File: src/hw/rtl/rgb_box_average_downscaler_unit_macros.svh
// ---------------------------------------------------------------------------
// rgb_box_average_downscaler_unit_macros.svh
// Assertion macros used by the downscaler top level.
// ---------------------------------------------------------------------------
`ifndef RGB_BOX_AVERAGE_DOWNSCALER_UNIT_MACROS_SVH
`define RGB_BOX_AVERAGE_DOWNSCALER_UNIT_MACROS_SVH

// same-cycle implication, sampled on clk, off during reset
`define RBAD_ASSERT_IMP(lbl, ante, cons, msg) \
  lbl: assert property (@(posedge clk) disable iff (rst) (ante) |-> (cons)) \
    else $error(msg);

// next-cycle implication
`define RBAD_ASSERT_NXT(lbl, ante, cons, msg) \
  lbl: assert property (@(posedge clk) disable iff (rst) (ante) |=> (cons)) \
    else $error(msg);

`endif

File: src/hw/rtl/rbad_pkg.sv
// ---------------------------------------------------------------------------
// rbad_pkg
// Types and constants of the RGB box-average downscaler.
// ---------------------------------------------------------------------------
`default_nettype none

package rbad_pkg;

  localparam int MAX_WIDTH    = 8192;
  localparam int MAX_STEP     = 16;
  localparam int HEIGHT_LIMIT = 8192;

  localparam int PIX_W  = 8;
  localparam int DIM_W  = 14;
  localparam int STEP_W = 5;
  localparam int COL_W  = $clog2(MAX_WIDTH);
  localparam int BLK_W  = $clog2(MAX_STEP);
  localparam int CNT_W  = 2 * BLK_W + 1;
  localparam int SUM_W  = PIX_W + 2 * BLK_W;
  localparam int QCNT_W = $clog2(PIX_W);
  localparam int IDX_W  = 2;

  // register indexes
  localparam logic [IDX_W-1:0] REG_WIDTH  = 2'd0;
  localparam logic [IDX_W-1:0] REG_HEIGHT = 2'd1;
  localparam logic [IDX_W-1:0] REG_STEP   = 2'd2;

  // red in the lowest bits
  typedef struct packed {
    logic [PIX_W-1:0] blue;
    logic [PIX_W-1:0] green;
    logic [PIX_W-1:0] red;
  } rgb_pix_t;

  typedef struct packed {
    logic [SUM_W-1:0] blue;
    logic [SUM_W-1:0] green;
    logic [SUM_W-1:0] red;
  } rgb_sum_t;

  typedef struct packed {
    rgb_sum_t         sum;
    logic [CNT_W-1:0] count;
    logic             last;
  } div_job_t;

  typedef struct packed {
    logic rd_en;
    logic wr_en;
    logic first;
  } acc_ctrl_t;

  typedef enum logic {
    ST_IDLE,
    ST_SUM
  } acc_state_t;

endpackage

`default_nettype wire

File: src/hw/rtl/rbad_divider.sv
// ---------------------------------------------------------------------------
// rbad_divider
// Restoring divider with the master stream's output register; one quotient
// bit per cycle for all three channels, the last bit waiting until that register is free.
// ---------------------------------------------------------------------------
`default_nettype none

module rbad_divider (
  input  wire logic               clk,
  input  wire logic               rst,
  input  wire logic               start,
  input  wire rbad_pkg::div_job_t job,
  output logic                    ready,
  output logic                    m_axis_tvalid,
  input  wire logic               m_axis_tready,
  output logic [23:0]             m_axis_tdata,  // red, green, blue
  output logic                    m_axis_tlast   // frame_last
);
  import rbad_pkg::*;

  logic              running;
  logic [QCNT_W-1:0] step_cnt;
  rgb_sum_t          rem;
  logic [SUM_W-1:0]  dsh;
  rgb_pix_t          quo;
  logic              last_q;
  rgb_pix_t          out_pix;
  logic              out_last;

  rgb_sum_t          rem_next;
  rgb_pix_t          quo_next;
  logic              out_free;
  logic              go;

  // {quotient bit, new remainder}
  function automatic logic [SUM_W:0] div_step(logic [SUM_W-1:0] r, logic [SUM_W-1:0] d);
    logic [SUM_W:0] res;
    if (r >= d) res = {1'b1, r - d};
    else        res = {1'b0, r};
    return res;
  endfunction

  always_comb begin
    logic [SUM_W:0] sr, sg, sb;
    sr = div_step(rem.red,   dsh);
    sg = div_step(rem.green, dsh);
    sb = div_step(rem.blue,  dsh);
    rem_next.red   = sr[SUM_W-1:0];
    rem_next.green = sg[SUM_W-1:0];
    rem_next.blue  = sb[SUM_W-1:0];
    quo_next.red   = {quo.red[PIX_W-2:0],   sr[SUM_W]};
    quo_next.green = {quo.green[PIX_W-2:0], sg[SUM_W]};
    quo_next.blue  = {quo.blue[PIX_W-2:0],  sb[SUM_W]};
  end

  assign out_free = !m_axis_tvalid || m_axis_tready;
  // final step waits for a free output register
  assign go       = running && ((step_cnt != '0) || out_free);
  assign ready    = !running;

  always_ff @(posedge clk) begin
    if (rst) begin
      running       <= 1'b0;
      m_axis_tvalid <= 1'b0;
    end else begin
      if (start) begin
        running <= 1'b1;
      end else if (go && (step_cnt == '0)) begin
        running <= 1'b0;
      end
      if (go && (step_cnt == '0)) begin
        m_axis_tvalid <= 1'b1;
      end else if (m_axis_tready) begin
        m_axis_tvalid <= 1'b0;
      end
    end
  end

  always_ff @(posedge clk) begin
    if (start) begin
      rem      <= job.sum;
      dsh      <= {job.count, (SUM_W - CNT_W)'(0)};
      quo      <= '0;
      last_q   <= job.last;
      step_cnt <= QCNT_W'(PIX_W - 1);
    end else if (go) begin
      rem      <= rem_next;
      dsh      <= dsh >> 1;
      quo      <= quo_next;
      step_cnt <= step_cnt - 1'b1;
      if (step_cnt == '0) begin
        out_pix  <= quo_next;
        out_last <= last_q;
      end
    end
  end

  assign m_axis_tdata = out_pix;
  assign m_axis_tlast = out_last;

endmodule

`default_nettype wire

File: config.mk
export PLATFORM = sky130hd
export DESIGN_NAME = rbad_divider
export DESIGN_NICKNAME = d
export VERILOG_FILES = /design/src/hw/rtl/rgb_box_average_downscaler_unit_macros.svh /design/src/hw/rtl/rbad_pkg.sv /design/src/hw/rtl/rbad_divider.sv
export SDC_FILE = /design/constraint.sdc
export NUM_CORES = 1
export LEC_CHECK = 0
export BUFFER_PORTS_ARGS = -buffer_cell sky130_fd_sc_hd__buf_2
export CORE_AREA = 3 3 110 112
export CTS_CLUSTER_DIAMETER = 100
export CTS_CLUSTER_SIZE = 14
export DETAILED_ROUTE_END_ITERATION = 16
export DIE_AREA = 0 0 113 115
export PLACE_DENSITY = 0.87
export SETUP_SLACK_MARGIN = 0.02
export SKIP_LAST_GASP = 1
export SYNTH_ARGS = -nofsm -noshare
export SYNTH_HDL_FRONTEND = slang
export SYNTH_SLANG_ARGS = --single-unit
File: constraint.sdc
create_clock -name clk -period 9.9 [get_ports clk]
set_input_delay 1.485 -clock clk [delete_from_list [all_inputs] [get_ports clk]]
set_output_delay 1.485 -clock clk [all_outputs]
set_load 0.02 [all_outputs]
==> results of run 1 <==
-- path summary, 6_finish.rpt --
kind                                                   end  slack, ns
worst min register to register  m_axis_tdata[23]$_DFFE_PP_       0.44
worst max register to register           rem[47]$_DFFE_PP_       6.55
worst min-delay path            m_axis_tdata[23]$_DFFE_PP_       0.44
worst max-delay path                     rem[47]$_DFFE_PP_       6.43
-- critical path, cell delays in order --
cell,delay [ns]
sky130_fd_sc_hd__buf_4,0.47
sky130_fd_sc_hd__buf_4,0.80
sky130_fd_sc_hd__nand2b_1,0.73
-- layer usage --
| layer | vias to the layer above | routed length, microns | global-route usage, % |
|---|---|---|---|
| met4 | 0 | 751 | 14.4 |
| met1 | 2859 | 7200 | 36.2 |
| met3 | 64 | 1810 | 6.53 |
| li1 | 2848 | - | - |
| met2 | 350 | 9310 | 50.0 |
| met5 | - | 0 | 0 |
-- metrics by stage --
step           cell area, sq um  cells  power, mW  hold WS [ns]
2_1_floorplan              7060    726       1.07         0.400
5_1_grt                    8180    957       1.93         0.444
4_1_cts                    8180    957       1.84         0.441
6_report                   8180    957       1.85         0.443
3_5_place_dp               7570    925       1.20         0.421
3_3_place_gp               7570    925       1.17         0.415
-- state kept, by name (all words and copies together) (netlist names) --
register / count
m_axis_tdata: 24
last_q: 1
quo: 21
dsh: 16
rem: 48
running: 1
m_axis_tlast: 1
step_cnt: 3
m_axis_tvalid: 1
-- power groups by stage --
stage                     combinational (mW)  clock (mW)  sequential [mW]
after floorplan                        0.465           0            0.603
after global placement                 0.565           0            0.607
after detailed placement               0.589           0            0.610
after CTS                              0.601       0.637            0.601
after global routing                   0.669       0.658            0.605
final                                  0.613       0.638            0.602
-- logic make-up (layout without fill, tap and decap cells) --
kind of cell,count (synthesis),count (layout),share of synthesized area [%]
xor+xnor,29,29,3.60
fa+ha+maj,53,53,9.71
compound gates,217,217,22.6
buf+inv,72,160,4.11
mux,3,3,0.443
flops,116,116,44.7
simple gates,236,236,14.8
-- placed cells by master, fill, tap and decap left out, drive strengths merged, types with 3 or more instances in the layout --
cell type | synthesis | layout
nor2 | 34 | 34
xnor2 | 18 | 18
nand3 | 12 | 12
and3 | 4 | 4
o21bai | 5 | 5
or2 | 4 | 4
xor2 | 11 | 11
o21a | 8 | 8
o211ai | 6 | 6
nand2 | 131 | 131
nor3 | 14 | 14
o31ai | 41 | 41
o41ai | 11 | 11
buf | 11 | 93
o2111ai | 6 | 6
ha | 50 | 50
nand4 | 3 | 3
clkbuf | 26 | 17
dfxtp | 33 | 33
a211oi | 8 | 8
a21o | 15 | 15
inv | 35 | 46
a21oi | 54 | 54
a211o | 4 | 4
fa | 3 | 3
nor2b | 6 | 6
nand2b | 14 | 14
a31oi | 6 | 6
edfxtp | 83 | 83
a22o | 7 | 7
or3 | 3 | 3
o31a | 4 | 4
o21ai | 23 | 23
-- layout make-up --
cell class | instances | area (sq um)
timing repair buffer | 93 | 480
clock buffer | 17 | 425
tap | 143 | 179
sequential | 116 | 3150
multi-input combinational | 538 | 3620
clock inverter | 15 | 185
inverter | 35 | 131
fill | 781 | 3140
==> impl_results.md, run 1 <==
* Run status: complete, no violations
* Number of maximum-capacitance violations at 0
* Routability Congestion at ~0.94
* Initial DRT Pass Iterations at 6
* Headroom to the max-slew limit at approximately 41%
* Dominant cell by count in the synthesized netlist: sky130_fd_sc_hd__nand2_1
* Origin of the worst min-delay path: quo[22]$_SDFFE_PP0P_
* Height of the chip at ~120 microns
* Number of antenna violations at the first check in global routing at 0
* GRT Resource Usage Total at 29.6%
* Category of the critical setup timing path: input port to flop
* Total die area at 13000 sq um
* Worst clock skew at between 0.009 and 0.01 ns
* Post-synthesis cell type with the largest combined area: sky130_fd_sc_hd__edfxtp_1
* Clock net sink count at around 120
* TritonCTS buffer count at 17
* Total via count after detailed routing at ~6100
* Startpoint of the worst setup timing path: start
* Post-layout utilization of the core at between 70% and 80%
* Clock Pin Slew Worst Setup and Hold Paths at approximately 0.06 ns
* Part of the total power dissipated in sequential elements at about 33%
* Root cell of the clock tree: sky130_fd_sc_hd__clkbuf_16
* Area share of the leading cell type in the synthesized netlist at 35.3%
* Ports placed on the boundary at 89
* Standard cell core area at roughly 11000 sq um
* Net count of the mapped netlist at 841
* Wire length of the first global-routing pass at between 30 and 40 mm
* Fraction of final layout cells sized beyond drive strength 1 at ~18%
* Final count of pins violating max slew at 0
* CP arrival at between 3 and 4 ns
* Reported net switching power at 0.654 mW
* Unrepaired setup endpoints after global routing: no
* Static Leak at ~3.3 nW
* Half-perimeter wire length after detailed placement at 12.5 mm
* Startpoint of the lowest-slack register-to-register path: dsh[13]$_DFFE_PP_
* Antenna cell count at 0
* Path type of the worst min-delay path: flop to flop
* Share of total power in combinational logic at about a third
* Critical Path Sink Type: flop
* Insertion delay of the later-clocked pin in the worst-skew pair at between 0.4 and 0.5 ns
* Critical Path Source Type: input port
* Post-Syn Instances at 726
* Routed Wire Length at approximately 19 mm
* Worst hold stages at 0
* Post-synthesis cell area at between 7000 and 8000 sq um
* Number of resized instances in the post-cts repair step at 0
* Sequential area share after synthesis at between 40% and 50%
* Clock H-tree levels at 4
* Number of hold-slack violations in the final timing report at 0
* Max Freq at 288 MHz
* Initial standard-cell utilization of the core at between 60 and 70%
* Sum of negative setup slack at 0 ns
* Synth async-reset ratio at 0%
* Setup Fix Bufs, Post-CTS at 0
* Average wire per standard cell at 19.9 microns
* Count of input and output buffers at 88
* Commonest cells in the synthesized netlist: sky130_fd_sc_hd__nand2_1, sky130_fd_sc_hd__edfxtp_1, sky130_fd_sc_hd__a21oi_1
* Leftover overflow at the end of global routing at 0
* Yosys warnings at 0
* Mean instance size in the synthesized netlist at 9.72 sq um
* CTS Buffer Depth at 2
* Top post-synthesis cells by area: sky130_fd_sc_hd__edfxtp_1, sky130_fd_sc_hd__dfxtp_1, sky130_fd_sc_hd__ha_1
* Count of distinct cell types in the synthesized netlist at a little under 70
* Hold-fix buffer count after cts at 0
* Number of failing setup endpoints in the final timing report at 0
* Routed Antenna Nets at 0
* Sw Share at approximately a third
* Number of global-route vias before repair at roughly 6000
* Design internal power at ~1.2 mW
* Setup slack after placement at roughly 6 ns
* Area Growth Syn to Fin at 15.9%
* Starting DRC count in detailed routing at between 400 and 500
* Average vias per placed instance at about 6.4
* PD cells at approximately 230 nW/um^2
* Maximum VDD drop at roughly 0.14 mV
* Total Nets Final at 916
* Count of flip-flops with a built-in enable after synthesis at 83
* TritonCTS clock tree: yes
* Setup ws final at 6.43 ns
* Min cycle time layout at 3.47 ns
* Pin slew with the least headroom to its limit at between 0.8 and 0.9 ns
* Clock network fraction of design power at between 30% and 40%
* Worst endpoint required time at roughly 10 ns
* Largest net degree at the start of global routing at 90
* Max Fanout on Critical Path at around 90
* Width of the die at around 110 microns
* Leading register cell type out of synthesis: sky130_fd_sc_hd__edfxtp_1
* Row count at 39
* Part of the cycle the worst path needs at 35.1%
* Number of register bits inferred by synthesis at around 120
* Worst r2r path cells at 8
* DRC errors left at 0
No activity file was read; power rests on OpenSTA's default activity.
==> inputs of run 2 (changes only) <==
CORE_AREA = 3 3 114 116   (was 3 3 110 112)
DIE_AREA = 0 0 117 119   (was 0 0 113 115)
PLACE_DENSITY = 0.82   (was 0.87)
clock period = 3.2 ns   (was 9.9 ns; I/O delays follow)
==> run 2 against run 1 <==
Wire length decreased by 5.4%; first-iteration DRC count rose by 12%; core utilization down 3.6 points; sequential cell count did not move; largest power group is now combinational logic; global-route usage is 3.1 points lower; worst setup slack worse by 6.2 ns; critical path depth up 7; cell count grew 1.6%.
==> impl_results.md, run 2 (same netlist as run 1, synthesis figures left out) <==
* Average vias per placed instance at 6.18 (was 6.40)
* Maximum VDD drop at 0.515 mV (was 0.136 mV)
* Post-layout utilization of the core at 68.6% (was 72.2%)
* Height of the chip at 119 microns (was 115 microns)
* Category of the critical setup timing path: flop to flop (was input port to flop)
* Final-layout fill cell count at 898 (was 781)
* Worst r2r path cells at 10 (was 8)
* Max stage delay on crit path at 0.38 ns (was 0.80 ns)
* Endpoint of the lowest-slack register-to-register path: rem[4]$_DFFE_PP_ (was rem[47]$_DFFE_PP_)
* TritonCTS buffer count at 17 (unchanged)
* Clock net sink count at 116 (unchanged)
* Worst clock skew at 0.00475 ns (was 0.00906 ns)
* Clock Pin Slew Worst Setup and Hold Paths at 0.06 ns (about the same)
* Sum of negative setup slack at 0 ns (unchanged)
* Multi-input logic area at 3640 sq um (was 3620 sq um)
* Share of total power in combinational logic at 34.4% (was 33.1%)
* Number of hold-slack violations in the final timing report at 0 (unchanged)
* GRT Resource Usage Total at 26.6% (was 29.6%)
* Max Freq at ~340 MHz
* Fraction of final layout cells sized beyond drive strength 1 at 19.3% (was 18.4%)
* Headroom to the max-slew limit at 54.9% (was 41.5%)
* Cell Chain, Critical Path: inv_1 > ha_1 > buf_4 > a2111oi_4 > inv_2 > o2111ai_4 > a31oi_2 > a211oi_4 > buf_4 > o41ai_1 (was buf_4 > buf_4 > nand2b_1)
* Part of the total power dissipated in sequential elements at 33.4% (was 32.5%)
* Area Growth Syn to Fin at 16.7% (was 15.9%)
* Initial standard-cell utilization of the core at 58.8% (was 62.3%)
* Number of maximum-capacitance violations at 0 (unchanged)
* Ports placed on the boundary at 89 (unchanged)
* Final count of pins violating max slew at 0 (unchanged)
* Insertion delay of the later-clocked pin in the worst-skew pair at 0.42 ns (about the same)
* Half-perimeter wire length after detailed placement at 12.8 mm (was 12.5 mm)
* Routed Antenna Nets at 0 (unchanged)
* Row count at 40 (was 39)
* Antenna cell count at 0 (unchanged)
* Standard cell core area at 12000 sq um (was 11300 sq um)
* Wire length of the first global-routing pass at 28.5 mm (was 30.1 mm)
* Routability Congestion at 0.935 (was 0.942)
* TritonCTS clock tree: yes (unchanged)
* Number of failing setup endpoints in the final timing report at 0 (unchanged)
* Average wire per standard cell at 18.5 microns (was 19.9 microns)
* Number of global-route vias before repair at 5710 (was 6015)
* Run status: complete, no violations (unchanged)
* CP arrival at 3.12 ns (was 3.52 ns)
* Path type of the worst min-delay path: input port to flop (was flop to flop)
* Endpoint of the worst hold path: m_axis_tvalid$_SDFFE_PP0P_ (was m_axis_tdata[23]$_DFFE_PP_)
* Total die area at 13900 sq um (was 13000 sq um)
* Largest net degree at the start of global routing at 65 (was 90)
* Clock H-tree levels at 4 (unchanged)
* CP most frequent cell: sky130_fd_sc_hd__buf_4 (unchanged)
* Number of antenna violations at the first check in global routing at 0 (unchanged)
* PD cells at 677 nW/um^2 (was 227 nW/um^2)
* Clock network fraction of design power at 32.2% (was 34.5%)
* Setup slack after placement at 0.246 ns (was 6.00 ns)
* Total Nets Final at 927 (was 916)
* Width of the die at 117 microns (was 113 microns)
* Hold slack at 0.226 ns (was 0.443 ns)
* Cell with the largest stage delay on the worst path: sky130_fd_sc_hd__edfxtp_1 (was sky130_fd_sc_hd__buf_4)
* Worst hold stages at 2 (was 0)
* Critical Path Source Type: flop (was input port)
* Root cell of the clock tree: sky130_fd_sc_hd__clkbuf_16 (unchanged)
* Pin slew with the least headroom to its limit at 0.676 ns (was 0.877 ns)
* Part of the cycle the worst path needs at 92.7%
* Total via count after detailed routing at 6003 (was 6121)
* Design internal power at 3.63 mW (was 1.20 mW)
* Unrepaired setup endpoints after global routing: no (unchanged)
* Startpoint of the lowest-slack register-to-register path: dsh[7]$_DFFE_PP_ (was dsh[13]$_DFFE_PP_)
* Leading cell type in the layout, fill and taps excluded: sky130_fd_sc_hd__nand2_1 (unchanged)
* Max Fanout on Critical Path at 18 (was 89)
* Worst-case register-to-register setup slack at 0.23 ns (was 6.55 ns)
* Origin of the worst min-delay path: rst (was quo[22]$_SDFFE_PP0P_)
* Max reg flops at 48 (unchanged)
* Sw Share at 34.9% (was 35.3%)
* Count of input and output buffers at 88 (unchanged)
* Most frequent cells in the layout: sky130_fd_sc_hd__nand2_1, sky130_fd_sc_hd__buf_2, sky130_fd_sc_hd__edfxtp_1, sky130_fd_sc_hd__a21oi_1, sky130_fd_sc_hd__ha_1 (unchanged)
* Leftover overflow at the end of global routing at 0 (unchanged)
* Register with the highest flop count: rem (unchanged)
* Min cycle time layout at around 3.0 ns
* DRC errors left at 0 (unchanged)
* Routed Wire Length at 18.0 mm (was 19.1 mm)
* Initial DRT Pass Iterations at 5 (was 6)
* Worst endpoint required time at 3.35 ns (was 9.95 ns)
* Starting DRC count in detailed routing at 558 (was 499)
* Sequential standard cell area at 3150 sq um (unchanged)
* Reported net switching power at 1.94 mW (was 0.654 mW)
* Static Leak at 3.34 nW (was 3.32 nW)
* CTS Buffer Depth at 2 (unchanged)
* Setup ws final at 0.233 ns (was 6.43 ns)
* Critical Path Sink Type: flop (unchanged)
run 2: cell count changes in the layout (fill, tap and decap cells not counted), moves of 2 or more:
| cell | delta |
|---|---|
| sky130_fd_sc_hd__clkinvlp_4 | +4 |
| sky130_fd_sc_hd__buf_4 | +10 |
| sky130_fd_sc_hd__inv_6 | -5 |
| sky130_fd_sc_hd__clkinv_4 | +2 |
| sky130_fd_sc_hd__inv_8 | -2 |
run 2: critical path: cells and delay by family (launching register included):
| family | cells | cell delay (ns) |
|---|---|---|
| fa+ha+maj | 1 | 0.30 |
| flops | 1 | 0.38 |
| compound gates | 5 | 1.18 |
| buf+inv | 4 | 0.83 |
run 2: worst max-delay path by stage:
stage | startpoint | cells after the start | end
floorplan | rem[0]$_DFFE_PP_ | 10 | rem[0]$_DFFE_PP_
global placement | rem[0]$_DFFE_PP_ | 9 | rem[3]$_DFFE_PP_
detailed placement | rem[0]$_DFFE_PP_ | 9 | rem[3]$_DFFE_PP_
CTS | rem[0]$_DFFE_PP_ | 9 | rem[4]$_DFFE_PP_
global route | rem[32]$_DFFE_PP_ | 10 | rem[42]$_DFFE_PP_
finish | dsh[7]$_DFFE_PP_ | 10 | rem[4]$_DFFE_PP_
run 2: power groups by stage:
stage	clock network (mW)	registers (mW)	logic, mW
floorplan	0	1.87	1.44
global placement	0	1.88	1.81
detailed placement	0	1.89	1.86
CTS	1.81	1.86	1.89
global route	1.88	1.87	2.10
finish	1.80	1.86	1.92
run 2: final cells by class:
cell class                      instances  share of cell area, %
Multi-Input combinational cell        538                   44.1
Sequential cell                       116                   38.3
Clock buffer                           18                   5.21
Inverter                               35                   1.59
Timing Repair Buffer                  104                   6.99
Tap cell                              147                   2.23
Clock inverter                         14                   1.56
run 2: what timing repair did:
action	in CTS	in global routing
endpoints found under the hold margin	0	0
resized for setup	0	1
buffers inserted	0	0
setup endpoints to repair	0	9
hold buffers	0	0
run 2: through the flow:
stage / cell area [sq um] / total power [mW] / instances
2_1_floorplan: 7060 / 3.31 / 726
3_3_place_gp: 7670 / 3.69 / 940
3_5_place_dp: 7670 / 3.75 / 940
4_1_cts: 8230 / 5.55 / 972
5_1_grt: 8240 / 5.86 / 972
6_report: 8240 / 5.57 / 972
run 2: layer usage:
layer	vias to the layer above	track usage [%]	wire [microns]
met2	271	40.3	8370
met3	34	9.71	1650
met5	-	0	0
met1	2823	34.9	7520
met4	0	9.61	484
li1	2875	-	-
